<file path="config.mk">
export PLATFORM = sky130hd
export DESIGN_NAME = site_health_fault_classifier
export DESIGN_NICKNAME = d
export VERILOG_FILES = /design/src/rtl/shfc_pkg.sv /design/src/rtl/site_health_fault_classifier.sv
export SDC_FILE = /design/constraint.sdc
export NUM_CORES = 1
export LEC_CHECK = 0
export ABC_AREA = 0
export CORE_ASPECT_RATIO = 0.7
export CORE_MARGIN = 4
export CORE_UTILIZATION = 35
export CTS_BUF_LIST = sky130_fd_sc_hd__clkbuf_8
export DETAILED_ROUTE_END_ITERATION = 8
export DONT_BUFFER_PORTS = 1
export SLEW_MARGIN = 20
export SYNTH_ARGS = -nofsm -noshare
export SYNTH_HDL_FRONTEND = slang
export SYNTH_SLANG_ARGS = --single-unit
</file>
<file path="constraint.sdc">
create_clock -name clock -period 12.8 [get_ports clock]
set_input_delay 1.28 -clock clock [delete_from_list [all_inputs] [get_ports clock]]
set_output_delay 1.28 -clock clock [all_outputs]
set_load 0.01 [all_outputs]
</file>
<file path="src/rtl/shfc_pkg.sv">
// Package for the site health fault classifier: payload types, output codes, thresholds.
`default_nettype none
package shfc_pkg;

   // Full-scale converter code
   localparam int unsigned FULL_CODE = 4095;

   // Request and response payloads
   typedef struct packed {
      logic [11:0]        bus_voltage_code;
      logic [11:0]        bus_current_code;
      logic [11:0]        battery_code;
      logic [11:0]        forward_code;
      logic [11:0]        reflected_code;
      logic [11:0]        latency_code;
      logic [11:0]        loss_code;
      logic [11:0]        rssi_code;
      logic signed [11:0] amp_temperature;
      logic [15:0]        vibration_level;
      logic [6:0]         status_flags;
   } req_type;

   typedef struct packed {
      logic [2:0] rf_health;
      logic [1:0] electrical_health;
      logic [1:0] backhaul_state;
      logic [1:0] site_status;
      logic [1:0] fault_kind;
      logic [1:0] power_source;
      logic [2:0] energy_action;
   } rsp_type;

   // Status flag bit positions
   localparam int unsigned FLAG_LINK     = 0;
   localparam int unsigned FLAG_UPSTREAM = 1;
   localparam int unsigned FLAG_GRID     = 2;
   localparam int unsigned FLAG_GEN      = 3;
   localparam int unsigned FLAG_FAN      = 4;
   localparam int unsigned FLAG_RECT     = 5;
   localparam int unsigned FLAG_RADIO    = 6;

   // RF health codes
   localparam logic [2:0] RF_EXCELLENT = 3'd0;
   localparam logic [2:0] RF_NORMAL    = 3'd1;
   localparam logic [2:0] RF_DEGRADED  = 3'd2;
   localparam logic [2:0] RF_FAULT     = 3'd3;
   localparam logic [2:0] RF_SEVERE    = 3'd4;

   // Three-level health codes (electrical, site)
   localparam logic [1:0] HLTH_NORMAL   = 2'd0;
   localparam logic [1:0] HLTH_DEGRADED = 2'd1;
   localparam logic [1:0] HLTH_FAULT    = 2'd2;

   // Backhaul codes
   localparam logic [1:0] BH_NORMAL   = 2'd0;
   localparam logic [1:0] BH_DEGRADED = 2'd1;
   localparam logic [1:0] BH_CRITICAL = 2'd2;
   localparam logic [1:0] BH_OUTAGE   = 2'd3;

   // Fault kind codes
   localparam logic [1:0] KIND_NORMAL   = 2'd0;
   localparam logic [1:0] KIND_LOCAL    = 2'd1;
   localparam logic [1:0] KIND_UPSTREAM = 2'd2;
   localparam logic [1:0] KIND_MIXED    = 2'd3;

   // Power source codes
   localparam logic [1:0] SRC_GRID    = 2'd0;
   localparam logic [1:0] SRC_GEN     = 2'd1;
   localparam logic [1:0] SRC_BATTERY = 2'd2;
   localparam logic [1:0] SRC_NONE    = 2'd3;

   // Energy action codes
   localparam logic [2:0] ACT_STOP_GEN   = 3'd0;
   localparam logic [2:0] ACT_NORMAL     = 3'd1;
   localparam logic [2:0] ACT_GEN_SUPPLY = 3'd2;
   localparam logic [2:0] ACT_BATTERY    = 3'd3;
   localparam logic [2:0] ACT_START_GEN  = 3'd4;
   localparam logic [2:0] ACT_SHED       = 3'd5;
   localparam logic [2:0] ACT_CRITICAL   = 3'd6;

   // Bus voltage limits (40/58 V fault, 44/55 V degraded)
   localparam logic [11:0] V_FAULT_LO = 12'd2730;
   localparam logic [11:0] V_FAULT_HI = 12'd3959;
   localparam logic [11:0] V_DEGR_LO  = 12'd3003;
   localparam logic [11:0] V_DEGR_HI  = 12'd3754;
   // Bus current limits (25 A fault, 20 A degraded, 1 A idle, 20 W forward)
   localparam logic [11:0] C_FAULT    = 12'd3413;
   localparam logic [11:0] C_DEGR     = 12'd2730;
   localparam logic [11:0] C_IDLE     = 12'd136;
   localparam logic [11:0] F_ACTIVE   = 12'd819;

   // Bus power limits on the code product: 1200 W and 900 W
   localparam logic [23:0] VC_FAULT = 24'((2 * FULL_CODE * FULL_CODE) / 3);
   localparam logic [23:0] VC_DEGR  = 24'((FULL_CODE * FULL_CODE) / 2);

   // Backhaul limits, rounded up so that code >= limit matches the scaled compare
   localparam logic [11:0] LAT_CRIT   = 12'((590 * FULL_CODE + 989) / 990);
   localparam logic [11:0] LAT_DEGR   = 12'((190 * FULL_CODE + 989) / 990);
   localparam logic [11:0] LOSS_CRIT  = 12'((60 * FULL_CODE + 99) / 100);
   localparam logic [11:0] LOSS_DEGR  = 12'((10 * FULL_CODE + 99) / 100);
   localparam logic [11:0] RSSI_CRIT  = 12'((50 * FULL_CODE + 74) / 75);
   localparam logic [11:0] RSSI_DEGR  = 12'((35 * FULL_CODE + 74) / 75);

   // Battery charge limits, rounded down so that code > limit matches
   localparam logic [11:0] SOC30_LIM = 12'((1116 * FULL_CODE) / 1500);
   localparam logic [11:0] SOC10_LIM = 12'((1072 * FULL_CODE) / 1500);
   localparam logic [11:0] SOC5_LIM  = 12'((1061 * FULL_CODE) / 1500);

   // Amplifier temperature (80 and 65 degC in 1/16 degC) and vibration limits
   localparam logic signed [11:0] TEMP_FAULT = 12'sd1280;
   localparam logic signed [11:0] TEMP_DEGR  = 12'sd1040;
   localparam logic [15:0]        VIB_FAULT  = 16'd768;
   localparam logic [15:0]        VIB_DEGR   = 16'd256;

endpackage
`default_nettype wire

</file>
<file path="src/rtl/site_health_fault_classifier.sv">
// Site health fault classifier: three-stage pipeline from snapshot to health codes.
// Each request passes the stage 1 and stage 2 registers and then the output register.
// Throughput: one request per cycle; a stage holds only while the next one is full and held.
// Stage 1 does the threshold compares and the bus power multiply, stage 2 the per-domain
// classes, stage 3 the site, fault, source and action decisions into the output register.
// Reset (synchronous, active high) empties all stages; payload registers are not reset.
`default_nettype none
module site_health_fault_classifier (
   input  wire                      clock,
   input  wire                      reset,
   input  wire                      req_valid,
   output logic                     req_ready,
   input  wire shfc_pkg::req_type   req_data,
   output logic                     rsp_valid,
   input  wire                      rsp_ready,
   output shfc_pkg::rsp_type        rsp_data
);
   import shfc_pkg::*;

   // Stage 1 contents: compare results and the voltage-current product
   typedef struct packed {
      logic        rf_invalid;
      logic        rf_lt25;
      logic        rf_lt9;
      logic        rf_lt4;
      logic        v_fault;
      logic        c_fault;
      logic        idle_fault;
      logic        v_degr;
      logic        c_degr;
      logic [23:0] vc;
      logic        link_down;
      logic        bh_crit;
      logic        bh_degr;
      logic        temp_fault;
      logic        temp_degr;
      logic        vib_fault;
      logic        vib_degr;
      logic        soc30;
      logic        soc10;
      logic        soc5;
      logic        grid;
      logic        gen;
      logic        equip_ok;
   } s1_type;

   // Stage 2 contents: domain classes and what the decisions still need
   typedef struct packed {
      logic [2:0] rfh;
      logic [1:0] eh;
      logic [1:0] bh;
      logic       temp_fault;
      logic       temp_degr;
      logic       vib_fault;
      logic       vib_degr;
      logic       soc30;
      logic       soc10;
      logic       soc5;
      logic       grid;
      logic       gen;
      logic       equip_ok;
   } s2_type;

   logic    v1_ff, v2_ff, v3_ff;
   s1_type  s1_ff, s1_in;
   s2_type  s2_ff, s2_in;
   rsp_type s3_ff, s3_in;
   logic    adv1, adv2, adv3;
   logic [16:0] r25, r9, r4, f_ext;

   // Stage advance: a stage loads when it is empty or its content moves on
   assign adv3      = !v3_ff || rsp_ready;
   assign adv2      = !v2_ff || adv3;
   assign adv1      = !v1_ff || adv2;
   assign req_ready = adv1;
   assign rsp_valid = v3_ff;
   assign rsp_data  = s3_ff;

   // Stage 1: scaled reflected power, threshold compares and the bus power product
   assign f_ext = {5'd0, req_data.forward_code};
   assign r25   = 17'(req_data.reflected_code) * 17'd25;
   assign r9    = 17'(req_data.reflected_code) * 17'd9;
   assign r4    = {3'd0, req_data.reflected_code, 2'b00};

   always_comb begin
      s1_in.rf_invalid = (req_data.forward_code == 12'd0) ||
                         (req_data.reflected_code >= req_data.forward_code);
      s1_in.rf_lt25    = r25 < f_ext;
      s1_in.rf_lt9     = r9 < f_ext;
      s1_in.rf_lt4     = r4 < f_ext;
      s1_in.v_fault    = (req_data.bus_voltage_code < V_FAULT_LO) ||
                         (req_data.bus_voltage_code >= V_FAULT_HI);
      s1_in.c_fault    = req_data.bus_current_code >= C_FAULT;
      s1_in.idle_fault = (req_data.forward_code > F_ACTIVE) &&
                         (req_data.bus_current_code <= C_IDLE);
      s1_in.v_degr     = (req_data.bus_voltage_code < V_DEGR_LO) ||
                         (req_data.bus_voltage_code >= V_DEGR_HI);
      s1_in.c_degr     = req_data.bus_current_code > C_DEGR;
      s1_in.vc         = {12'd0, req_data.bus_voltage_code} *
                         {12'd0, req_data.bus_current_code};
      s1_in.link_down  = !req_data.status_flags[FLAG_LINK] ||
                         !req_data.status_flags[FLAG_UPSTREAM];
      s1_in.bh_crit    = (req_data.latency_code >= LAT_CRIT) ||
                         (req_data.loss_code >= LOSS_CRIT) ||
                         (req_data.rssi_code >= RSSI_CRIT);
      s1_in.bh_degr    = (req_data.latency_code >= LAT_DEGR) ||
                         (req_data.loss_code >= LOSS_DEGR) ||
                         (req_data.rssi_code >= RSSI_DEGR);
      s1_in.temp_fault = req_data.amp_temperature >= TEMP_FAULT;
      s1_in.temp_degr  = req_data.amp_temperature >= TEMP_DEGR;
      s1_in.vib_fault  = req_data.vibration_level >= VIB_FAULT;
      s1_in.vib_degr   = req_data.vibration_level >= VIB_DEGR;
      s1_in.soc30      = req_data.battery_code > SOC30_LIM;
      s1_in.soc10      = req_data.battery_code > SOC10_LIM;
      s1_in.soc5       = req_data.battery_code > SOC5_LIM;
      s1_in.grid       = req_data.status_flags[FLAG_GRID];
      s1_in.gen        = req_data.status_flags[FLAG_GEN];
      s1_in.equip_ok   = req_data.status_flags[FLAG_FAN] &&
                         req_data.status_flags[FLAG_RECT] &&
                         req_data.status_flags[FLAG_RADIO];
   end

   // Stage 2: RF, electrical and backhaul classes
   always_comb begin
      s2_in.rfh = RF_FAULT;
      if (s1_ff.rf_invalid) begin
         s2_in.rfh = RF_SEVERE;
      end else if (s1_ff.rf_lt25) begin
         s2_in.rfh = RF_EXCELLENT;
      end else if (s1_ff.rf_lt9) begin
         s2_in.rfh = RF_NORMAL;
      end else if (s1_ff.rf_lt4) begin
         s2_in.rfh = RF_DEGRADED;
      end

      s2_in.eh = HLTH_NORMAL;
      if (s1_ff.v_fault || s1_ff.c_fault || (s1_ff.vc > VC_FAULT) || s1_ff.idle_fault) begin
         s2_in.eh = HLTH_FAULT;
      end else if (s1_ff.v_degr || s1_ff.c_degr || (s1_ff.vc > VC_DEGR)) begin
         s2_in.eh = HLTH_DEGRADED;
      end

      s2_in.bh = BH_NORMAL;
      if (s1_ff.link_down) begin
         s2_in.bh = BH_OUTAGE;
      end else if (s1_ff.bh_crit) begin
         s2_in.bh = BH_CRITICAL;
      end else if (s1_ff.bh_degr) begin
         s2_in.bh = BH_DEGRADED;
      end

      s2_in.temp_fault = s1_ff.temp_fault;
      s2_in.temp_degr  = s1_ff.temp_degr;
      s2_in.vib_fault  = s1_ff.vib_fault;
      s2_in.vib_degr   = s1_ff.vib_degr;
      s2_in.soc30      = s1_ff.soc30;
      s2_in.soc10      = s1_ff.soc10;
      s2_in.soc5       = s1_ff.soc5;
      s2_in.grid       = s1_ff.grid;
      s2_in.gen        = s1_ff.gen;
      s2_in.equip_ok   = s1_ff.equip_ok;
   end

   // Stage 3: site status, fault kind, power source and energy action
   always_comb begin
      s3_in.rf_health         = s2_ff.rfh;
      s3_in.electrical_health = s2_ff.eh;
      s3_in.backhaul_state    = s2_ff.bh;

      // equipment failure overrides everything else
      if (!s2_ff.equip_ok || (s2_ff.rfh >= RF_FAULT) || (s2_ff.eh == HLTH_FAULT) ||
          s2_ff.temp_fault || s2_ff.vib_fault) begin
         s3_in.site_status = HLTH_FAULT;
      end else if ((s2_ff.rfh == RF_DEGRADED) || (s2_ff.eh == HLTH_DEGRADED) ||
                   s2_ff.temp_degr || !s2_ff.soc30 || s2_ff.vib_degr) begin
         s3_in.site_status = HLTH_DEGRADED;
      end else begin
         s3_in.site_status = HLTH_NORMAL;
      end

      case ({s3_in.site_status != HLTH_NORMAL, s2_ff.bh != BH_NORMAL})
         2'b11:   s3_in.fault_kind = KIND_MIXED;
         2'b10:   s3_in.fault_kind = KIND_LOCAL;
         2'b01:   s3_in.fault_kind = KIND_UPSTREAM;
         default: s3_in.fault_kind = KIND_NORMAL;
      endcase

      if (s2_ff.grid) begin
         s3_in.power_source = SRC_GRID;
      end else if (s2_ff.gen) begin
         s3_in.power_source = SRC_GEN;
      end else if (s2_ff.soc5) begin
         s3_in.power_source = SRC_BATTERY;
      end else begin
         s3_in.power_source = SRC_NONE;
      end

      if (s2_ff.grid && s2_ff.gen) begin
         s3_in.energy_action = ACT_STOP_GEN;
      end else if (s2_ff.grid) begin
         s3_in.energy_action = ACT_NORMAL;
      end else if (s2_ff.gen) begin
         s3_in.energy_action = ACT_GEN_SUPPLY;
      end else if (s2_ff.soc30) begin
         s3_in.energy_action = ACT_BATTERY;
      end else if (s2_ff.soc10) begin
         s3_in.energy_action = ACT_START_GEN;
      end else if (s2_ff.soc5) begin
         s3_in.energy_action = ACT_SHED;
      end else begin
         s3_in.energy_action = ACT_CRITICAL;
      end
   end

   // Valid bits
   always_ff @(posedge clock) begin
      if (reset) begin
         v1_ff <= 1'b0;
         v2_ff <= 1'b0;
         v3_ff <= 1'b0;
      end else begin
         if (adv1) begin
            v1_ff <= req_valid;
         end
         if (adv2) begin
            v2_ff <= v1_ff;
         end
         if (adv3) begin
            v3_ff <= v2_ff;
         end
      end
   end

   // Stage payloads
   always_ff @(posedge clock) begin
      if (adv1) begin
         s1_ff <= s1_in;
      end
      if (adv2) begin
         s2_ff <= s2_in;
      end
      if (adv3) begin
         s3_ff <= s3_in;
      end
   end

endmodule
`default_nettype wire

</file>
# --- After elaboration in Yosys (flattened, before gate mapping) ---
# Cells that the tools add are included.
word_totals:
  output_inout_bits: 18
  wordCells: 148
  register_bits: 82
classes:
  n_mul: 3
  magnitude_cmp: 28
  n_mux: 15
  n_reduce_logical: 44
  n_eq_ne: 6
op_table:
  columns: ["op", "n"]
  rows:
  - ["$ge 12x12->1 const B", 8]
  - ["$gt 12x12->1 const B", 4]
  - ["$gt 24x23->1 const B", 1]
  - ["$gt 24x24->1 const B", 1]
  - ["$logic_or 1x1->1", 24]
  - ["$lt 12x12->1 const B", 2]
  - ["$mul 12x12->24", 1]
  - ["$lt 17x12->1", 1]
  - ["$mul 12x5->17 const B", 1]
  - ["$ge 16x10->1 const B", 1]
  - ["$ge 16x9->1 const B", 1]
  - ["$lt 16x12->1", 1]
  - ["$mul 12x4->16 const B", 1]
  - ["$lt 14x12->1", 1]
  - ["$ge 12x10->1 const B", 1]
  - ["$ge 12x11->1 const B", 1]
  - ["$ge 12x12->1", 1]
  - ["$ge 12x9->1 const B", 1]
  - ["$gt 12x10->1 const B", 1]
  - ["$le 12x8->1 const B", 1]
  - ["$logic_not 12->1", 1]
  - ["$mux 2", 6]
  - ["$mux 1", 8]
  - ["$reduce_or 2->1", 4]
  - ["10 further kinds", 23]

# --- Longest topological paths before layout ---
# Gate-level depths: netlist of run 1.
depth:
  depth_word: 10
  ltp_mapped: 20

# --- Worst setup path before layout of run 1 ---
# No wires, ideal clock.
synth_path:
  path_kind: "input-to-reg"
  start: "input req_data[112] (netlist bit)"
  end: "register s1_ff[35] (netlist bit) (data pin)"
  n_path_buf: 1
  arrival_ns: 5.765
  required_ns: 12.535
  path_slack_ns: 6.770
  path_stages: 18
  path_cell_list: "clkbuf_1 > nand2_1 > fa_1 > fa_1 > inv_1 > fa_1 > fa_1 > inv_1 > fa_1 > inv_1 > ha_1 > a21o_1 > o21bai_1 > nor3b_1 > nand2_1 > a31oi_1 > o21ai_0 > xor2_1"
synth_lines:
  columns: ["element", "line", "source"]
  rows:
  - ["from (decl)", "site_health_fault_classifier.sv:13", "input wire shfc_pkg::req_type req_data,"]
  - ["to (signal assigned)", "site_health_fault_classifier.sv:237", "s1_ff <= s1_in;"]
  - ["to (decl)", "site_health_fault_classifier.sv:65", "s1_type s1_ff, s1_in;"]

==> results.json, run 1 <==
{
  "worst_pin_slew_ps": 700,
  "firstDrtPassIters": 5,
  "cts.path.max_buffers": 2,
  "ctsResizeCount": 0,
  "ant_nets": 0,
  "whs_ps": 418,
  "drc": 0,
  "grt_setup_unrepaired": "no",
  "antenna_found_initial": 1,
  "regArea_um2": 2430,
  "drt-met1-wl_um": 12700,
  "top_layer": "met5",
  "synth.top_cells.by_area": "edfxtp_1 22%, fa_1 20%, ha_1 19%, inv_1 6.9%, and2_1 4.1%",
  "synthMuxAreaShare": 0.000937,
  "synthCells": 1131,
  "cts_sinks": 82,
  "synth_top_family_by_area": "adder cells",
  "totalWireLength_um": 24900,
  "wl_met2_um": 10500,
  "fin_crit_ps": 5930,
  "period_share": 0.464,
  "ff2ff_path_depth": 7,
  "overflow": 0,
  "grt_pass1_vias": 8111,
  "worstSkewPairLatency_ps": 350,
  "ir_drop_mv": 0.103,
  "die_w_um": 217,
  "synth_edf_count": 79,
  "htreeDepth": 3,
  "dp.cells": 1520,
  "synth_simple_gate_area_frac": 0.158,
  "cts-root-buf": "clkbuf_8",
  "synth_compound_area_frac": 0.124,
  "tns_ps": 0,
  "finalSetupViolCount": 0,
  "gp_congestion": 0.806,
  "final_cell_mix": "195 x inv_1, 159 x ha_1, 110 x nand2_1, 108 x fa_1, 79 x edfxtp_1",
  "async_reset_ff_frac": 0,
  "area_delta_synth_final_pct": 6.23,
  "cap_violations": 0,
  "worstPathRequired_ps": 12880,
  "synth_fa_ha_area_frac": 0.389,
  "multi_input_area_um2": 7430,
  "startpoint_type": "input port",
  "hpwlAfterDp_um": 20100,
  "max-slew-margin-rel": 0.529,
  "routedWlPerCell_um": 16.2,
  "ys_ff_latch": 82,
  "final_hold_viol_count": 0,
  "final_common_cell": "inv_1",
  "dr_wl_met3_um": 1450,
  "synth_largest_area_cell": "edfxtp_1",
  "hold_buffers": 0,
  "start_util": 0.355,
  "ys_types": 58,
  "p_leak_nw": 5.25,
  "fin_cells": 1536,
  "final_cell_area_um2": 11300,
  "nNetsFinal": 1521,
  "yosysWarnings": 0,
  "min_path_type": "flop to flop",
  "postPlaceCellArea_um2": 11100,
  "cts_tree": "built",
  "cts_buffers": 9,
  "io_pins": 153,
  "synthesis.nets": 1533,
  "outcome": "completed",
  "cts_setup_buffers": 0,
  "nFillCells": 3028,
  "synth.top_cell.area_share": 0.222,
  "crit_path_max_fanout": 15,
  "crit_path_end_kind": "flop",
  "ys_seq_area_frac": 0.228,
  "grt_use_total": 0.153,
  "vias_per_cell": 5.11,
  "synth_xor_area_frac": 0.0238,
  "max_freq_mhz": 169,
  "hold_depth": 0,
  "syn_avg_cell_area_um2": 9.44,
  "drtIter0Drc": 493,
  "core-area_um2": 30000,
  "row_count": 53,
  "vias": 7844,
  "cts.clk_slew.worst_paths_ps": 90,
  "die_h_um": 154,
  "syn_area_um2": 10700,
  "antenna_cells": 0,
  "port_buffers": 0,
  "drive_gt1_frac": 0.0276,
  "powerDensity_nw_per_um2": 159,
  "final_util": 0.378,
  "critical_path_class": "input port to flop",
  "grt_pass1_wl_um": 41700,
  "synthFlopType": "edfxtp_1",
  "crit_arrival_ps": 6020,
  "final_max_slew_viol_count": 0,
  "clock_skew_ps": 8.48,
  "fp.dieArea_um2": 33400,
  "grt_start_max_net_pins": 48
}
## report_power, final
group	switching, mW	internal [mW]	total, mW	leakage [nW]
logic	0.644	0.511	1.16	4.27
clock network	0.103	0.114	0.217	0.117
registers	0.0329	0.399	0.432	0.857
## cells in the mapped netlist (5+ instances only)
master and count:
nor2b_1 12, a31oi_1 6, inv_1 195, xnor2_1 25, o21bai_1 6, nand4_1 5
o31ai_1 5, o211ai_1 11, and2_1 70, nor2_1 49, ha_1 159, o21ai_0 37
o21a_1 21, nor3_1 20, nand2_1 111, o31a_1 5, a21oi_1 51, fa_1 108
nor4_1 13, a21o_1 17, clkbuf_1 24, edfxtp_1 79, nand2b_1 16, a211oi_1 7
nand3_1 16, o41ai_1 5
## cells by family after synthesis
family | after synthesis
simple gates | 335
buf+inv | 219
compound gates | 198
fa+ha+maj | 267
mux | 1
xor+xnor | 29
flops | 82
## cell type report
cell class | instances | area share
Tap cell | 412 | 0.0454
Clock buffer | 9 | 0.0109
Sequential cell | 82 | 0.214
Inverter | 195 | 0.0645
Multi-Input combinational cell | 830 | 0.655
Clock inverter | 7 | 0.00937
Timing Repair Buffer | 1 | 0.000662
## state kept, by name (all words and copies together) (netlist names)
signal     count
rsp_data      16
rsp_valid      1
s1_ff         46
s2_ff         17
v1_ff          1
v2_ff          1
## path summary, 6_finish.rpt
| kind | start | to | slack [ps] |
|---|---|---|---|
| worst min register to register | s1_ff[8] | s2_ff[8] | 420 |
| worst max register to register | s1_ff[32] | s2_ff[12] | 10550 |
| worst min-delay path | s1_ff[8] | s2_ff[8] | 420 |
| worst max-delay path | req_data[118] | s1_ff[35] | 6870 |
## critical path, stage by stage
cell	delay, ps
and2_1	150
fa_1	500
fa_1	530
fa_1	540
fa_1	550
inv_1	50
fa_1	530
inv_1	50
ha_1	330
a21o_1	250
o21bai_1	210
nor3b_1	210
nand2_1	100
a31oi_1	360
o21ai_0	180
xor2_1	180
## routing by layer
metal	GRT usage	vias up
li1	-	3798
met1	0.230	3833
met2	0.236	197
met3	0.0282	14
met4	0.0180	2
met5	0	-
## metrics by stage
| step | total power [mW] | setup WS [ps] |
|---|---|---|
| floorplan | 1.35 | 6770 |
| global placement | 1.57 | 6610 |
| detailed placement | 1.59 | 6520 |
| CTS | 1.82 | 6890 |
| global route | 2.03 | 6660 |
| finish | 1.80 | 6870 |
(Power assumes the default switching activity.)
==> run 2: changes to the inputs <==
Settings changed: ABC_AREA 0 to 1.
Clock period 12.8 ns to 6.1 ns, I/O delays scaled along.
==> results.json, run 2 <==
{
  "sw_frac_of_total": 0.499,
  "gp_congestion": 0.854,
  "grt_use_total": 0.152,
  "area_delta_synth_final_pct": 5.47,
  "p_total_mw": 4.14,
  "start_util": 0.355,
  "powerDensity_nw_per_um2": 342,
  "cts_sinks": 82,
  "cts_buffers": 9,
  "cts.clk_slew.worst_paths_ps": 100,
  "synth_edf_count": 79,
  "worstPathRequired_ps": 6210,
  "wl_met2_um": 11200,
  "ff2ff_path_depth": 4,
  "regMostFlops": "s1_ff",
  "critical_path_class": "input port to flop",
  "ir_drop_mv": 0.261,
  "worstSkewPairLatency_ps": 370,
  "synthCells": 1470,
  "syn_avg_cell_area_um2": 7.81,
  "worstReg2RegStart": "rsp_valid",
  "grt_setup_unrepaired": "no",
  "ys_seq_area_frac": 0.212,
  "synthTopCellsByCount": "360 x inv_1, 348 x nand2_1, 159 x ha_1",
  "vias": 9107,
  "ys_ff_latch": 82,
  "clock_skew_ps": 14.3,
  "crit_slowest_cell": "fa_1",
  "firstDrtPassIters": 4,
  "p_leak_nw": 6.62,
  "totalWireLength_um": 27200,
  "cts_tree": "built",
  "cts-root-buf": "clkbuf_8",
  "ctsResizeCount": 0,
  "cts_setup_buffers": 0,
  "r2r-end": "s1_ff[35]",
  "die_h_um": 159,
  "htreeDepth": 3,
  "clkPwrFrac": 0.091,
  "grt_start_max_net_pins": 49,
  "yosysWarnings": 0,
  "synth.most_common_cell": "inv_1",
  "synthesis.nets": 1872,
  "startpoint_type": "input port",
  "overflow": 0,
  "final_hold_viol_count": 0,
  "die_w_um": 224,
  "syn_area_um2": 11500,
  "fp.dieArea_um2": 35800,
  "min-delay-start": "reset",
  "internal_power_mw": 2.07,
  "synth.top_cells.by_area": "edfxtp_1 21%, fa_1 19%, ha_1 17%, inv_1 12%, nand2_1 11%",
  "holdPathEnd": "v2_ff",
  "hold_depth": 1,
  "cpPeakStageDelay_ps": 530,
  "power_frac_comb": 0.688,
  "drive_gt1_frac": 0.0294,
  "nNetsFinal": 1858,
  "ant_nets": 0,
  "max_freq_mhz": 218,
  "grt_pass1_wl_um": 45300,
  "synth.top_cell.area_share": 0.207,
  "crit_path_max_fanout": 15,
  "io_pins": 153,
  "core-area_um2": 32300,
  "synthFlopType": "edfxtp_1",
  "routedWlPerCell_um": 14.4,
  "grt_pass1_vias": 9134,
  "hpwlAfterDp_um": 22100,
  "async_reset_ff_frac": 0,
  "row_count": 55,
  "outcome": "completed",
  "p_seq_frac": 0.220,
  "antenna_found_initial": 0,
  "worst_pin_slew_ps": 744,
  "cts.path.max_buffers": 2,
  "fin_crit_ps": 4590,
  "final_common_cell": "inv_1",
  "top_layer": "met4",
  "crit_arrival_ps": 4700,
  "synth_largest_area_cell": "edfxtp_1",
  "antenna_cells": 0,
  "rrSetupSlack_ps": 3990,
  "vias_per_cell": 4.82,
  "tns_ps": 0,
  "dr_wl_met3_um": 1770,
  "finalSetupViolCount": 0,
  "cp_cell_sequence": "nand2_1, inv_1, fa_1, inv_1, fa_1, inv_1, fa_1, fa_1, fa_1, ha_1, a21oi_1, o21ai_1, o21ai_1, nand3_1, nand2_1, nand2_1",
  "final_cell_mix": "360 x inv_1, 347 x nand2_1, 159 x ha_1, 108 x fa_1, 86 x nor2_1",
  "max-slew-margin-rel": 0.503,
  "period_share": 0.752,
  "crit_top_cell": "fa_1",
  "largest_reg_flops": 46,
  "port_buffers": 0,
  "crit_path_end_kind": "flop",
  "drtIter0Drc": 580,
  "drt-met1-wl_um": 14200,
  "min_path_type": "input port to flop",
  "drc": 0,
  "hold_buffers": 0,
  "p_sw_mw": 2.07,
  "cap_violations": 0,
  "ys_types": 48,
  "final_max_slew_viol_count": 0
}
[run 2: cell type report]
cell class	count	area, um2
inverters	364	1370
multi-input cells	998	7580
flip-flops and latches	82	2430
repair buffers	1	7.51
clock buffers	9	124
fillers	3360	20200
well taps	427	534
clock inverters	7	58.8
[run 2: cells by family after synthesis]
family	Yosys count	synth area share
AO/OA/AOI/OAI	134	0.0675
buffers and inverters	390	0.128
AND/OR/NAND/NOR	567	0.208
adder cells (fa/ha/maj)	267	0.362
XOR/XNOR	30	0.0229
flip-flops	82	0.212
[run 2: worst max path at each step]
stage	depth (start not counted)	end	slack, ps	from
3_5_place_dp	16	s1_ff[35]	1150	req_data[115]
6_report	16	s1_ff[35]	1510	req_data[115]
3_3_place_gp	16	s1_ff[35]	1150	req_data[115]
4_1_cts	16	s1_ff[35]	1540	req_data[115]
2_1_floorplan	18	s1_ff[36]	960	req_data[116]
5_1_grt	16	s1_ff[35]	1250	req_data[115]
[run 2: critical path: cells and delay by family]
kind | cells | cell delay (ps)
simple gates | 4 | 260
fa+ha+maj | 6 | 2920
buf+inv | 3 | 150
compound gates | 3 | 750
[run 2: through the flow]
step | area [um2] | util | hold slack (ps) | cells | setup slack, ps
floorplan | 11500 | - | 400 | 1470 | 963
finish | 12100 | 0.374 | 295 | 1888 | 1510
CTS | 12100 | 0.374 | 274 | 1888 | 1540
global route | 12100 | 0.374 | 271 | 1888 | 1250
global placement | 11900 | 0.369 | 401 | 1872 | 1150
detailed placement | 11900 | 0.369 | 405 | 1872 | 1150
[run 2: layer usage]
metal | GRT usage | vias to the layer above
met3 | 0.0256 | 12
met1 | 0.235 | 4265
met4 | 0.0178 | 0
met5 | 0 | -
met2 | 0.228 | 266
li1 | - | 4564
[run 2: power by group through the flow]
| stage | logic (mW) | clock network (mW) | registers [mW] |
|---|---|---|---|
| finish | 2.85 | 0.378 | 0.912 |
| global route | 3.30 | 0.419 | 0.928 |
| CTS | 2.85 | 0.394 | 0.913 |
| detailed placement | 2.83 | 0 | 0.927 |
| global placement | 2.82 | 0 | 0.921 |
| floorplan | 2.19 | 0 | 0.903 |
==> run 3: changes to the inputs <==
Clock period 6.1 ns to 4.3 ns, I/O delays scaled along.
==> results.json, run 3 (synthesis results as in run 2) <==
{
  "final_cell_mix": "355 x inv_1, 338 x nand2_1, 148 x ha_1, 106 x fa_1, 83 x nor2_1",
  "gp_congestion": 0.854,
  "firstDrtPassIters": 5,
  "die_w_um": 224,
  "start_util": 0.355,
  "largest_reg_flops": 46,
  "p_total_mw": 7.20,
  "ant_nets": 0,
  "final_max_slew_viol_count": 0,
  "startpoint_type": "input port",
  "regArea_um2": 2430,
  "crit_start": "req_data[115]",
  "cts.path.max_buffers": 2,
  "final_common_cell": "inv_1",
  "grt_setup_unrepaired": "no",
  "drc": 0,
  "cpPeakStageDelay_ps": 540,
  "totalWireLength_um": 27000,
  "vias": 9093,
  "antenna_found_initial": 0,
  "clock_skew_ps": 12.6,
  "p_leak_nw": 6.77,
  "overflow": 0,
  "grt_pass1_vias": 9318,
  "antenna_cells": 0,
  "final_cell_area_um2": 12500,
  "fp.dieArea_um2": 35800,
  "cp_cell_sequence": "nand2_1, inv_1, fa_1, inv_1, fa_1, inv_1, fa_2, fa_1, fa_1, ha_4, nand2_4, nor2_2, inv_1, nor3_1, nand3_1, nand4_1, nand2_1",
  "ctsResizeCount": 0,
  "core-area_um2": 32300,
  "cts_tree": "built",
  "crit_slowest_cell": "fa_2",
  "min-delay-start": "reset",
  "holdPathEnd": "v1_ff",
  "drtIter0Drc": 432,
  "vias_per_cell": 4.75,
  "tns_ps": 0,
  "hpwlAfterDp_um": 22400,
  "path_buf_inv": 4,
  "powerDensity_nw_per_um2": 574,
  "worstSkewPairLatency_ps": 380,
  "cp_top_family": "adder cells",
  "routedWlPerCell_um": 14.1,
  "nFillCells": 3331,
  "crit_arrival_ps": 4260,
  "cts_sinks": 82,
  "worstReg2RegStart": "rsp_valid",
  "worstPathRequired_ps": 4440,
  "crit_path_end_kind": "flop",
  "port_buffers": 0,
  "fin_crit_ps": 4120,
  "crit_path_max_fanout": 15,
  "cap_violations": 0,
  "period_share": 0.957,
  "postPlaceCellArea_um2": 12400,
  "multi_input_area_um2": 7820,
  "min_path_type": "input port to flop",
  "rrSetupSlack_ps": 1950,
  "max_freq_mhz": 243,
  "htreeDepth": 3,
  "cts-root-buf": "clkbuf_8",
  "grt_pass1_wl_um": 45900,
  "max-slew-margin-rel": 0.466,
  "r2r-end": "s1_ff[14]",
  "finalSetupViolCount": 0,
  "critical_path_class": "input port to flop",
  "drive_gt1_frac": 0.0726,
  "cts.clk_slew.worst_paths_ps": 90,
  "row_count": 55,
  "hold_depth": 1,
  "worst_pin_slew_ps": 799,
  "final_hold_viol_count": 0,
  "io_pins": 153,
  "ir_drop_mv": 0.553,
  "cts_buffers": 9,
  "grt_start_max_net_pins": 33,
  "ff2ff_path_depth": 4,
  "grt_use_total": 0.156,
  "die_h_um": 159,
  "area_delta_synth_final_pct": 9.25,
  "nNetsFinal": 1885,
  "outcome": "completed",
  "regMostFlops": "s1_ff",
  "cts_setup_buffers": 0
}
## run 3: worst max path at each step
stage,end,slack [ps],depth (start not counted)
2_1_floorplan,s1_ff[36],-130,20
3_3_place_gp,s1_ff[36],-180,16
3_5_place_dp,s1_ff[36],-220,16
4_1_cts,s1_ff[36],210,16
5_1_grt,s1_ff[35],1,17
6_report,s1_ff[35],180,17
## run 3: area by class of cell
type                       instances  share of cell area
sequential                        82               0.194
clock inverter                     7             0.00429
timing repair buffer              28              0.0168
tap                              427              0.0426
clock buffer                       9             0.00988
multi-input combinational        998               0.623
inverter                         364               0.109
## run 3: per-stage QoR
| stage | hold slack [ps] | setup WS (ps) | util | cells |
|---|---|---|---|---|
| after floorplan | 400 | -128 | - | 1470 |
| after global placement | 403 | -183 | 0.382 | 1899 |
| after detailed placement | 407 | -216 | 0.382 | 1899 |
| after CTS | 69.8 | 213 | 0.388 | 1915 |
| after global routing | 70.8 | 1.01 | 0.388 | 1915 |
| final | 104 | 184 | 0.388 | 1915 |
## run 3: what timing repair did
action | CTS | global route
hold buffers | 0 | 0
endpoints found under the setup margin | 0 | 1
endpoints found under the hold margin | 0 | 0
## run 3: layer usage
metal,share of wire,track usage,up-vias
li1,-,-,4619
met1,0.50,0.221,4321
met2,0.45,0.255,136
met3,0.042,0.0286,17
met4,0.0070,0.0217,0
met5,0,0,-
## run 3: power by group
group	switching, mW	leakage, nW	total [mW]	internal [mW]
registers	0.101	0.858	1.30	1.20
clock network	0.314	0.0892	0.528	0.215
logic	2.93	5.82	5.37	2.44
## run 3: worst register-to-register path, cell delays in order, from the launching register on
cell and delay (ps):
dfxtp_1 350, nand2_1 600, nor2_1 150, nand2_2 400, buf_4 480
